$ cat config.mk
export PLATFORM = sky130hd
export DESIGN_NAME = array_table_engine_top_flat
export DESIGN_NICKNAME = d
export VERILOG_FILES = /design/src/rtl/core/ate_pkg.sv /design/src/rtl/core/ate_if.sv /design/src/rtl/core/array_table_engine_top.sv /design/src/rtl/core/ate_datapath.sv /design/src/rtl/core/ate_ctrl.sv /design/src/flat_wrapper.sv
export SDC_FILE = /design/constraint.sdc
export NUM_CORES = 2
export LEC_CHECK = 0
export BUFFER_PORTS_ARGS = -buffer_cell sky130_fd_sc_hd__buf_2
export CAP_MARGIN = 20
export CORE_UTILIZATION = 35
export DETAILED_ROUTE_END_ITERATION = 12
export REMOVE_ABC_BUFFERS = 1
export SYNTH_ARGS = -nofsm -noshare
export SYNTH_HDL_FRONTEND = slang
export SYNTH_SLANG_ARGS = --single-unit
$ cat constraint.sdc
create_clock -name clk -period 16.11 [get_ports clk]
set_clock_uncertainty 0.05 [all_clocks]
set_input_delay 2.4165 -clock clk [delete_from_list [all_inputs] [get_ports clk]]
set_output_delay 2.4165 -clock clk [all_outputs]
set_load 0.02 [all_outputs]
$ cat src/rtl/core/ate_pkg.sv
// Package for the array table engine: sizes, command and status codes,
// and the shared controller/datapath command and status structs. No dependencies.
package ate_pkg;
  localparam int CAPACITY = 64;
  localparam int AW = $clog2(CAPACITY);
  localparam int LW = $clog2(CAPACITY + 1);

  localparam logic [3:0] CMD_CLEAR   = 4'd0;
  localparam logic [3:0] CMD_APPEND  = 4'd1;
  localparam logic [3:0] CMD_DUMP    = 4'd2;
  localparam logic [3:0] CMD_PRIMES  = 4'd3;
  localparam logic [3:0] CMD_SECMIN  = 4'd4;
  localparam logic [3:0] CMD_INSERT  = 4'd5;
  localparam logic [3:0] CMD_DELETE  = 4'd6;
  localparam logic [3:0] CMD_SORTD   = 4'd7;
  localparam logic [3:0] CMD_SEARCH  = 4'd8;
  localparam logic [3:0] CMD_REVERSE = 4'd9;

  localparam logic [2:0] ST_OK       = 3'd0;
  localparam logic [2:0] ST_BAD_IDX  = 3'd1;
  localparam logic [2:0] ST_FULL     = 3'd2;
  localparam logic [2:0] ST_TOO_FEW  = 3'd3;
  localparam logic [2:0] ST_NOTFOUND = 3'd4;

  // Memory operation issued by the controller to the datapath.
  typedef enum logic [1:0] {MOP_NONE, MOP_READ, MOP_WRITE} mop_t;

  typedef struct packed {
    mop_t        op;
    logic [AW-1:0] addr;
    logic [31:0] wdata;
  } dp_cmd_t;

  typedef struct packed {
    logic [31:0] rdata;
  } dp_stat_t;
endpackage

$ cat src/rtl/core/ate_if.sv
// Valid/ready channel interfaces for the array table engine.
// Depends on ate_pkg.
interface ate_req_if import ate_pkg::*; (input logic clk);
  logic        valid;
  logic        ready;
  logic [3:0]  command;
  logic signed [31:0] operand_value;
  logic [6:0]  position;
  modport source (output valid, command, operand_value, position, input ready);
  modport sink   (input valid, command, operand_value, position, output ready);
endinterface

interface ate_rsp_if import ate_pkg::*; (input logic clk);
  logic        valid;
  logic        ready;
  logic [2:0]  status;
  logic signed [31:0] result_value;
  logic [5:0]  first_index;
  logic [5:0]  final_index;
  logic [6:0]  tally;
  logic        last;
  modport source (output valid, status, result_value, first_index, final_index, tally, last,
                  input ready);
  modport sink   (input valid, status, result_value, first_index, final_index, tally, last,
                  output ready);
endinterface

$ cat src/rtl/core/array_table_engine_top.sv
// Top level of the array table engine: sequencer plus element store.
// Depends on ate_pkg, ate_if, ate_ctrl, ate_datapath.
//
// Usage: one request on req carries command, operand_value and position.
// Each command produces one response on rsp, except dump, which produces
// one response per element with last set on the final one. Commands 10..15
// produce nothing and change nothing.
// A simple command's response is registered in the emit state that follows
// the idle state taking the request. Dump reads, waits and outputs each element.
// Insert/delete read, wait and write each element moved; reverse reads both
// ends of a pair, then writes both.
// Sorts (second min, sort descending, search) run an insertion sort on the
// single memory port; search adds a binary search.
// Primes run a bit-serial restoring divider per trial divisor, trying divisors
// up to the square root of the value.
// One request is worked at a time; req.ready is low until the last response
// has left the output register.
// Reset clears the length and the control state; the element memory is not
// cleared and is only read below the length.
// A stalled receiver holds the output register; dump waits for it.
module array_table_engine_top import ate_pkg::*; (
  input logic clk,
  input logic rst,
  ate_req_if.sink   req,
  ate_rsp_if.source rsp
);
  dp_cmd_t  dcmd;
  dp_stat_t dstat;

  ate_ctrl u_ctrl (.clk, .rst, .req, .rsp, .dcmd, .dstat);
  ate_datapath u_dp (.clk, .cmd(dcmd), .stat(dstat));

`ifndef NO_ASSERTIONS
  // Never take a request while a response is pending.
  a_no_accept_busy: assert property (@(posedge clk) disable iff (rst)
    rsp.valid |-> !req.ready) else $error("request taken while response pending");
  // Held response must stay stable under stall.
  a_hold: assert property (@(posedge clk) disable iff (rst)
    rsp.valid && !rsp.ready |=> rsp.valid && $stable(rsp.status))
    else $error("response dropped under stall");
  // Status codes stay in range.
  a_status: assert property (@(posedge clk) disable iff (rst)
    rsp.valid |-> rsp.status <= ST_NOTFOUND) else $error("bad status");
`endif
endmodule

$ cat src/rtl/core/ate_datapath.sv
// Element store of the array table engine: one-port memory, registered read.
// Depends on ate_pkg.
module ate_datapath import ate_pkg::*; (
  input  logic     clk,
  input  dp_cmd_t  cmd,
  output dp_stat_t stat
);
  logic [31:0] mem [CAPACITY];

  always_ff @(posedge clk) begin
    if (cmd.op == MOP_WRITE) mem[cmd.addr] <= cmd.wdata;
    stat.rdata <= mem[cmd.addr];
  end
endmodule

$ cat src/rtl/core/ate_ctrl.sv
// Command sequencer of the array table engine: walks the element store one
// access at a time. Depends on ate_pkg.
module ate_ctrl import ate_pkg::*; (
  input  logic     clk,
  input  logic     rst,
  ate_req_if.sink  req,
  ate_rsp_if.source rsp,
  output dp_cmd_t  dcmd,
  input  dp_stat_t dstat
);
  typedef enum logic [4:0] {
    S_IDLE, S_EMIT, S_DUMP_RD, S_DUMP_WT, S_DUMP_OUT,
    S_PR_RD, S_PR_WT, S_PR_DIV, S_PR_STEP,
    S_SO_KEY, S_SO_KEYW, S_SO_RD, S_SO_WT, S_SO_CMP,
    S_SH_RD, S_SH_WT, S_SH_WR,
    S_SM_RD0, S_SM_W0, S_SM_RD, S_SM_WT, S_SM_CMP,
    S_BS_RD, S_BS_WT, S_BS_CMP, S_BS_EXT, S_BS_EWT,
    S_RV_RDA, S_RV_RDB, S_RV_WT, S_RV_WA, S_RV_WB
  } state_t;

  state_t state;
  logic [3:0]  cmd;
  logic [31:0] val;
  logic [LW-1:0] pos, length;
  logic [LW-1:0] i, j, lo, hi, fin;
  logic [31:0] key, tmp, ref0;
  logic [LW-1:0] cnt;
  // trial division
  logic [31:0] dvs, rem;
  logic [5:0]  bitc;
  logic [63:0] dsq;

  // output register
  logic [2:0]  o_st;
  logic [31:0] o_val;
  logic [5:0]  o_fi, o_la;
  logic [6:0]  o_ta;
  logic        o_last, o_valid;

  function automatic logic lt_s(input logic [31:0] a, input logic [31:0] b);
    return $signed(a) < $signed(b);
  endfunction

  assign req.ready = (state == S_IDLE) && !o_valid;
  assign rsp.valid = o_valid;
  assign rsp.status = o_st;
  assign rsp.result_value = o_val;
  assign rsp.first_index = o_fi;
  assign rsp.final_index = o_la;
  assign rsp.tally = o_ta;
  assign rsp.last = o_last;

  logic [32:0] rem_sh;
  logic [LW:0] mid_sum;
  logic [LW-1:0] mid;
  assign rem_sh = {rem, val[31]};
  assign mid_sum = {1'b0, lo} + {1'b0, hi};
  assign mid = mid_sum[LW:1];

  always_ff @(posedge clk) begin
    dcmd.op <= MOP_NONE;
    if (rsp.valid && rsp.ready) o_valid <= 1'b0;
    if (rst) begin
      state <= S_IDLE;
      length <= '0;
      o_valid <= 1'b0;
    end else begin
      unique case (state)
        S_IDLE: if (req.valid && req.ready) begin
          cmd <= req.command; val <= req.operand_value; pos <= req.position;
          o_st <= ST_OK; o_val <= '0; o_fi <= '0; o_la <= '0; o_last <= 1'b1;
          o_ta <= 7'(length);
          i <= '0; cnt <= '0;
          unique case (req.command)
            CMD_CLEAR: begin length <= '0; o_ta <= '0; state <= S_EMIT; end
            CMD_APPEND: if (length >= LW'(CAPACITY)) begin
              o_st <= ST_FULL; state <= S_EMIT;
            end else begin
              dcmd <= '{MOP_WRITE, length[AW-1:0], req.operand_value};
              length <= length + 1'b1; o_ta <= 7'(length + 1'b1); state <= S_EMIT;
            end
            CMD_DUMP: if (length == '0) begin
              o_st <= ST_TOO_FEW; state <= S_EMIT;
            end else state <= S_DUMP_RD;
            CMD_PRIMES: state <= S_PR_RD;
            CMD_SECMIN: if (length < LW'(2)) begin
              o_st <= ST_TOO_FEW; state <= S_EMIT;
            end else begin i <= LW'(1); state <= S_SO_KEY; end
            CMD_INSERT: if (length >= LW'(CAPACITY)) begin
              o_st <= ST_FULL; state <= S_EMIT;
            end else if (req.position > 7'(length)) begin
              o_st <= ST_BAD_IDX; state <= S_EMIT;
            end else begin i <= length; state <= S_SH_RD; end
            CMD_DELETE: if (req.position >= 7'(length)) begin
              o_st <= ST_BAD_IDX; state <= S_EMIT;
            end else begin i <= LW'(req.position); state <= S_SH_RD; end
            CMD_SORTD, CMD_SEARCH: begin i <= LW'(1); state <= S_SO_KEY; end
            CMD_REVERSE: begin lo <= '0; hi <= length; state <= S_RV_RDA; end
            default: state <= S_IDLE;
          endcase
        end
        S_EMIT: begin o_valid <= 1'b1; state <= S_IDLE; end
        // dump: one result per element, hold while the receiver stalls
        S_DUMP_RD: if (!o_valid || rsp.ready) begin
          dcmd <= '{MOP_READ, i[AW-1:0], '0}; state <= S_DUMP_WT;
        end
        S_DUMP_WT: state <= S_DUMP_OUT;
        S_DUMP_OUT: begin
          o_val <= dstat.rdata; o_fi <= i[5:0]; o_last <= (i + 1'b1 == length);
          o_valid <= 1'b1; i <= i + 1'b1;
          state <= (i + 1'b1 == length) ? S_IDLE : S_DUMP_RD;
        end
        // primes: restoring division of the value by each trial divisor
        S_PR_RD: if (i == length) begin
          o_ta <= 7'(cnt); state <= S_EMIT;
        end else begin
          dcmd <= '{MOP_READ, i[AW-1:0], '0}; state <= S_PR_WT;
        end
        S_PR_WT: state <= S_PR_STEP;
        S_PR_STEP: begin
          if (bitc == 6'd0 && state == S_PR_STEP && dvs == '0) begin
            key <= dstat.rdata;
            if (dstat.rdata[31] || dstat.rdata < 32'd2) begin
              i <= i + 1'b1; state <= S_PR_RD;
            end else begin
              dvs <= 32'd2; dsq <= 64'd4;
            end
          end else if (bitc == 6'd0) begin
            if (dsq > {32'd0, key}) begin
              cnt <= cnt + 1'b1; dvs <= '0; i <= i + 1'b1; state <= S_PR_RD;
            end else begin
              val <= key; rem <= '0; bitc <= 6'd32; state <= S_PR_DIV;
            end
          end
        end
        S_PR_DIV: begin
          rem <= (rem_sh >= {1'b0, dvs}) ? 32'(rem_sh - {1'b0, dvs}) : rem_sh[31:0];
          val <= {val[30:0], 1'b0};
          bitc <= bitc - 1'b1;
          if (bitc == 6'd1) begin
            if (((rem_sh >= {1'b0, dvs}) ? 32'(rem_sh - {1'b0, dvs}) : rem_sh[31:0]) == '0)
            begin
              dvs <= '0; i <= i + 1'b1; state <= S_PR_RD;
            end else begin
              dsq <= dsq + {31'd0, dvs, 1'b0} + 64'd1; dvs <= dvs + 1'b1;
              state <= S_PR_STEP;
            end
          end
        end
        // insertion sort, ascending unless descending sort
        S_SO_KEY: if (i >= length) begin
          unique case (cmd)
            CMD_SECMIN: begin i <= LW'(1); state <= S_SM_RD0; end
            CMD_SEARCH: begin lo <= '0; hi <= length; state <= S_BS_CMP; end
            default: state <= S_EMIT;
          endcase
        end else begin
          dcmd <= '{MOP_READ, i[AW-1:0], '0}; j <= i; state <= S_SO_KEYW;
        end
        S_SO_KEYW: state <= S_SO_RD;
        S_SO_RD: begin
          if (j == i) key <= dstat.rdata;
          if (j == '0) begin
            dcmd <= '{MOP_WRITE, '0, (j == i) ? dstat.rdata : key};
            i <= i + 1'b1; state <= S_SO_KEY;
          end else begin
            dcmd <= '{MOP_READ, AW'(j - 1'b1), '0}; state <= S_SO_WT;
          end
        end
        S_SO_WT: state <= S_SO_CMP;
        S_SO_CMP: if ((cmd == CMD_SORTD) ? lt_s(dstat.rdata, key) : lt_s(key, dstat.rdata))
        begin
          dcmd <= '{MOP_WRITE, j[AW-1:0], dstat.rdata}; j <= j - 1'b1;
          state <= S_SO_RD;
        end else begin
          dcmd <= '{MOP_WRITE, j[AW-1:0], key}; i <= i + 1'b1; state <= S_SO_KEY;
        end
        // insert shifts up from the end, delete shifts down from the position
        S_SH_RD: if (cmd == CMD_INSERT) begin
          if (i == pos) begin
            dcmd <= '{MOP_WRITE, pos[AW-1:0], val};
            length <= length + 1'b1; o_ta <= 7'(length + 1'b1); state <= S_EMIT;
          end else begin
            dcmd <= '{MOP_READ, AW'(i - 1'b1), '0}; state <= S_SH_WT;
          end
        end else begin
          if (i + 1'b1 >= length) begin
            length <= length - 1'b1; o_ta <= 7'(length - 1'b1); state <= S_EMIT;
          end else begin
            dcmd <= '{MOP_READ, AW'(i + 1'b1), '0}; state <= S_SH_WT;
          end
        end
        S_SH_WT: state <= S_SH_WR;
        S_SH_WR: begin
          dcmd <= '{MOP_WRITE, i[AW-1:0], dstat.rdata};
          i <= (cmd == CMD_INSERT) ? i - 1'b1 : i + 1'b1; state <= S_SH_RD;
        end
        // second smallest: scan the sorted array for the first value unlike entry 0
        S_SM_RD0: begin dcmd <= '{MOP_READ, '0, '0}; state <= S_SM_W0; end
        S_SM_W0: state <= S_SM_RD;
        S_SM_RD: begin
          if (i == LW'(1)) ref0 <= dstat.rdata;
          if (i >= length) begin
            o_st <= ST_NOTFOUND; state <= S_EMIT;
          end else begin
            dcmd <= '{MOP_READ, i[AW-1:0], '0}; state <= S_SM_WT;
          end
        end
        S_SM_WT: state <= S_SM_CMP;
        S_SM_CMP: if (dstat.rdata != ref0) begin
          o_val <= dstat.rdata; state <= S_EMIT;
        end else begin
          i <= i + 1'b1; state <= S_SM_RD;
        end
        // lower bound search, then walk forward over equal entries
        S_BS_CMP: if (lo < hi) begin
          dcmd <= '{MOP_READ, mid[AW-1:0], '0}; state <= S_BS_WT;
        end else if (lo >= length) begin
          o_st <= ST_NOTFOUND; state <= S_EMIT;
        end else begin
          dcmd <= '{MOP_READ, lo[AW-1:0], '0}; fin <= lo; state <= S_BS_EWT;
        end
        S_BS_WT: state <= S_BS_RD;
        S_BS_RD: begin
          if (lt_s(dstat.rdata, val)) lo <= mid + 1'b1; else hi <= mid;
          state <= S_BS_CMP;
        end
        S_BS_EWT: state <= S_BS_EXT;
        S_BS_EXT: if (dstat.rdata != val) begin
          if (fin == lo) begin
            o_st <= ST_NOTFOUND; state <= S_EMIT;
          end else begin
            o_fi <= lo[5:0]; o_la <= 6'(fin - 1'b1); state <= S_EMIT;
          end
        end else if (fin + 1'b1 >= length) begin
          o_fi <= lo[5:0]; o_la <= fin[5:0]; state <= S_EMIT;
        end else begin
          dcmd <= '{MOP_READ, AW'(fin + 1'b1), '0}; fin <= fin + 1'b1; state <= S_BS_EWT;
        end
        // reverse: swap pairs from both ends
        S_RV_RDA: if (lo + 1'b1 < hi) begin
          dcmd <= '{MOP_READ, lo[AW-1:0], '0}; state <= S_RV_RDB;
        end else state <= S_EMIT;
        S_RV_RDB: begin dcmd <= '{MOP_READ, AW'(hi - 1'b1), '0}; state <= S_RV_WT; end
        S_RV_WT: begin tmp <= dstat.rdata; state <= S_RV_WA; end
        S_RV_WA: begin
          dcmd <= '{MOP_WRITE, lo[AW-1:0], dstat.rdata}; state <= S_RV_WB;
        end
        S_RV_WB: begin
          dcmd <= '{MOP_WRITE, AW'(hi - 1'b1), tmp};
          lo <= lo + 1'b1; hi <= hi - 1'b1; state <= S_RV_RDA;
        end
        default: state <= S_IDLE;
      endcase
      if (state == S_IDLE && req.valid && req.ready) begin
        fin <= '0; dvs <= '0; bitc <= '0;
      end
    end
  end
endmodule

$ cat src/flat_wrapper.sv
// flat-port wrapper written by rule: the top's interface ports become plain ports
module array_table_engine_top_flat import ate_pkg::*;
  (clk, rst, req_valid, req_command, req_operand_value, req_position, req_ready, rsp_valid, rsp_status, rsp_result_value, rsp_first_index, rsp_final_index, rsp_tally, rsp_last, rsp_ready);
  ate_req_if req_i (.clk(clk));
  ate_rsp_if rsp_i (.clk(clk));
  input logic clk;
  input logic rst;
  input wire logic [$bits(req_i.valid)-1:0] req_valid;
  input wire logic [$bits(req_i.command)-1:0] req_command;
  input wire logic [$bits(req_i.operand_value)-1:0] req_operand_value;
  input wire logic [$bits(req_i.position)-1:0] req_position;
  output wire logic [$bits(req_i.ready)-1:0] req_ready;
  output wire logic [$bits(rsp_i.valid)-1:0] rsp_valid;
  output wire logic [$bits(rsp_i.status)-1:0] rsp_status;
  output wire logic [$bits(rsp_i.result_value)-1:0] rsp_result_value;
  output wire logic [$bits(rsp_i.first_index)-1:0] rsp_first_index;
  output wire logic [$bits(rsp_i.final_index)-1:0] rsp_final_index;
  output wire logic [$bits(rsp_i.tally)-1:0] rsp_tally;
  output wire logic [$bits(rsp_i.last)-1:0] rsp_last;
  input wire logic [$bits(rsp_i.ready)-1:0] rsp_ready;
  assign req_i.valid = req_valid;
  assign req_i.command = req_command;
  assign req_i.operand_value = req_operand_value;
  assign req_i.position = req_position;
  assign req_ready = req_i.ready;
  assign rsp_valid = rsp_i.valid;
  assign rsp_status = rsp_i.status;
  assign rsp_result_value = rsp_i.result_value;
  assign rsp_first_index = rsp_i.first_index;
  assign rsp_final_index = rsp_i.final_index;
  assign rsp_tally = rsp_i.tally;
  assign rsp_last = rsp_i.last;
  assign rsp_i.ready = rsp_ready;
  array_table_engine_top u_core (.clk(clk), .rst(rst), .req(req_i), .rsp(rsp_i));
endmodule
==> flow_summary_export.csv <==
group,metric,value,unit
status,status,"completed",
global_route,gr-total-overflow,0,
timing,setup_viol,0,
timing,clock.fmax,0.172,GHz
timing,setup_slack,10.30,ns
clocking,cts.sinks,2503,
die,dieArea,301000,sq um
route,drtPass1Iterations,8,
route,drc,0,
worst_setup_path,path_max_fanout,34,
worst_setup_path,cpMaxStageDelayCell,"a21o_1",
worst_setup_path,worstSetupStartpointType,"register",
worst_setup_path,path_cells,"inv_1 -> ha_1 -> nand2_1 -> o21ai_0 -> a22oi_1 -> a31oi_1 -> a21o_1 -> o211ai_1 -> nor4_1 -> o22ai_1 -> o21ai_4 -> buf_4 -> and3_1",
worst_setup_path,worst-endpoint-arrival,6.28,ns
power_and_ir_drop,power,19.3,mW
worst_setup_path,cp_num_buf_inv,2,
power_and_ir_drop,p_leak,38.3,nW
synth,synth_area,105000,sq um
clocking,cts.htree.levels,5,
placed_design,pre_cts_ws,10.11,ns
power_and_ir_drop,intPower,12.8,mW
worst_setup_path,rrSetupSlack,10.30,ns
clocking,cts_buffers,282,
timing,finalHoldViolations,0,
final_layout,top_regs,"u_core.u_dp.mem (2048), u_core.u_ctrl.dsq (64), u_core.u_ctrl.dcmd (40)",
placed_design,place_congestion,0.915,
synth,ys_types,87,
synth,synth_ff_type,"edfxtp_1",
final_layout,largest_reg_flops,2048,
worst_hold_path,hp-class,"register to register",
global_route,grt_pass1_wl,479000,um
clocking,clk_pin_slew,0.06,ns
die,die_y,548,um
synth,syn_inst,7173,
final_layout,regMostFlops,"u_core.u_dp.mem",
timing,rsz0062_at_grt,"no",
placed_design,placed_cell_area,111000,sq um
synth,avgSynthCellArea,14.6,sq um
final_layout,final_common_cell,"edfxtp_1",
final_layout,most-common-layout-cells,"edfxtp_1 (2456), a22oi_1 (657), nor2_1 (331)",
placed_design,port_buffers,103,
route,wire_per_inst,29.3,um
synth,yosys_warnings,0,
placed_design,dpl.hpwl,201000,um
die,die_w,548,um
global_route,antenna_found_initial,17,
final_layout,final_nets,7636,
power_and_ir_drop,p_switching,6.46,mW
worst_setup_path,cp.required,16.58,ns
power_and_ir_drop,ir_drop,0.122,mV
power_and_ir_drop,powerDensity,162,nW/um^2
clocking,clock_path_buffers,4,
route,via_count,68836,
job,cap_violations,0,
final_layout,layout-drive-gt1-share,11.0,%
worst_setup_path,path_class,"register to register",
die,ios,104,
timing,slew_headroom,9.71,%
final_layout,finish.instance_area,119000,sq um
die,num_rows,200,
synth,ys_seq_area_share,71.5,%
timing,tightest_slew,1.34,ns
route,drt_iter0_drc,10113,
synth,synth_edf_count,2456,
final_layout,area_delta_synth_final,14.2,%
route,vias_per_cell,5.99,
clocking,clockRootBuffer,"clkbuf_16",
synth,ys_ff_latch,2503,
power_and_ir_drop,clock_power_share,31.4,%
global_route,track_usage,21.7,%
power_and_ir_drop,p_comb_share,26.2,%
die,coreArea,297000,sq um
worst_setup_path,slowest_delay,0.83,ns
route,wl,337000,um
clocking,cts_hold_buf,0,
timing,hold_ws,0.531,ns
clocking,postCtsSetupBuffers,0,
clocking,cts-resized-gates,0,
worst_setup_path,critPathTopFamily,"compound AO/OA/AOI/OAI gates",
final_layout,final_util,40.2,%
global_route,first_global_vias,65863,
clocking,clk_latency,0.95,ns
route,ant_nets,0,
timing,slew_viol_final,0,
synth,async_flop_share,0,%
global_route,grt_max_degree,89,
power_and_ir_drop,sw_frac_of_total,33.5,%
timing,post-route-period-util,36.0,%
timing,period_minus_slack,5.81,ns
power_and_ir_drop,pwr-share-seq,42.4,%
clocking,cts_tree,"built",
worst_setup_path,crit_path_end_kind,"register",
die,start_util,35.2,%
-- metrics by stage --
stage          cells  TNS (ns)
2_1_floorplan   6729  -2967.71
3_5_place_dp   11006         0
4_1_cts        11476         0
3_3_place_gp   11003         0
5_1_grt        11482         0
6_report       11485         0
-- logic make-up (layout without fill, tap and decap cells) --
kind of cell	count (synthesis)	after routing	synth area share (%)
buf+inv	636	1005	2.35
other cells	0	4	0
compound gates	2182	2182	14.9
simple gates	1365	1365	6.35
flops	2503	2503	71.5
mux	43	43	0.413
fa+ha+maj	233	233	2.81
xor+xnor	211	211	1.77
-- power groups by stage --
| stage | sequential [mW] | combinational (mW) | clock (mW) |
|---|---|---|---|
| floorplan | 8.53 | 2.66 | 0 |
| global placement | 8.30 | 4.85 | 0 |
| detailed placement | 8.31 | 4.91 | 0 |
| CTS | 8.18 | 4.93 | 6.12 |
| global route | 8.20 | 5.30 | 6.35 |
| finish | 8.18 | 5.05 | 6.05 |
-- cells in the mapped netlist, types with 59 or more instances --
| cell type | number | share of area [%] |
|---|---|---|
| a21o_1 | 71 | 0.51 |
| xnor2_1 | 152 | 1.3 |
| a22oi_1 | 657 | 4.7 |
| a22o_1 | 208 | 1.7 |
| nand3_1 | 116 | 0.56 |
| nand2_1 | 312 | 1.1 |
| inv_1 | 191 | 0.69 |
| a221oi_1 | 202 | 1.7 |
| o21ai_0 | 231 | 1.1 |
| xor2_1 | 59 | 0.49 |
| a31oi_1 | 219 | 1.3 |
| clkbuf_1 | 350 | 1.3 |
| nand4_1 | 127 | 0.76 |
| nor2_1 | 400 | 1.4 |
| ha_1 | 230 | 2.8 |
| edfxtp_1 | 2456 | 71 |
| buf_1 | 69 | 0.25 |
| nor3_1 | 77 | 0.37 |
| nor4_1 | 130 | 0.78 |
| a21oi_1 | 321 | 1.5 |
-- layer usage --
metal | vias to the layer above | share of wire [%] | global-route usage, %
li1 | 29320 | - | -
met3 | 573 | 10 | 4.22
met5 | - | 0.0059 | 0
met1 | 34917 | 41 | 30.4
met2 | 4022 | 45 | 33.7
met4 | 4 | 3.7 | 7.57
-- worst min-delay path: cells and delay by family (launching register included) --
family	cells	cell delay [ns]
flip-flops	1	0.35
AO/OA/AOI/OAI	2	0.12
-- area by class of cell --
class                   count  area (sq um)
multi-input cells        4034         28100
flip-flops and latches   2503         74700
clock buffers             352          7470
diodes                      4          10.0
fillers                 26895        178000
clock inverters           118          1020
inverters                 192           721
well taps                3939          4930
repair buffers            343          2410
-- final timing paths --
path	start	endpoint	depth (start not counted)
worst min-delay path	u_core.u_ctrl.val[7]	u_core.u_ctrl.dcmd[7]	2
worst max-delay path	u_core.u_ctrl.dvs[20]	u_core.u_ctrl.i[3]	13
worst max register to register	u_core.u_ctrl.dvs[20]	u_core.u_ctrl.i[3]	13
worst min register to register	u_core.u_ctrl.val[7]	u_core.u_ctrl.dcmd[7]	2
Power figures use the tool's default switching activity.
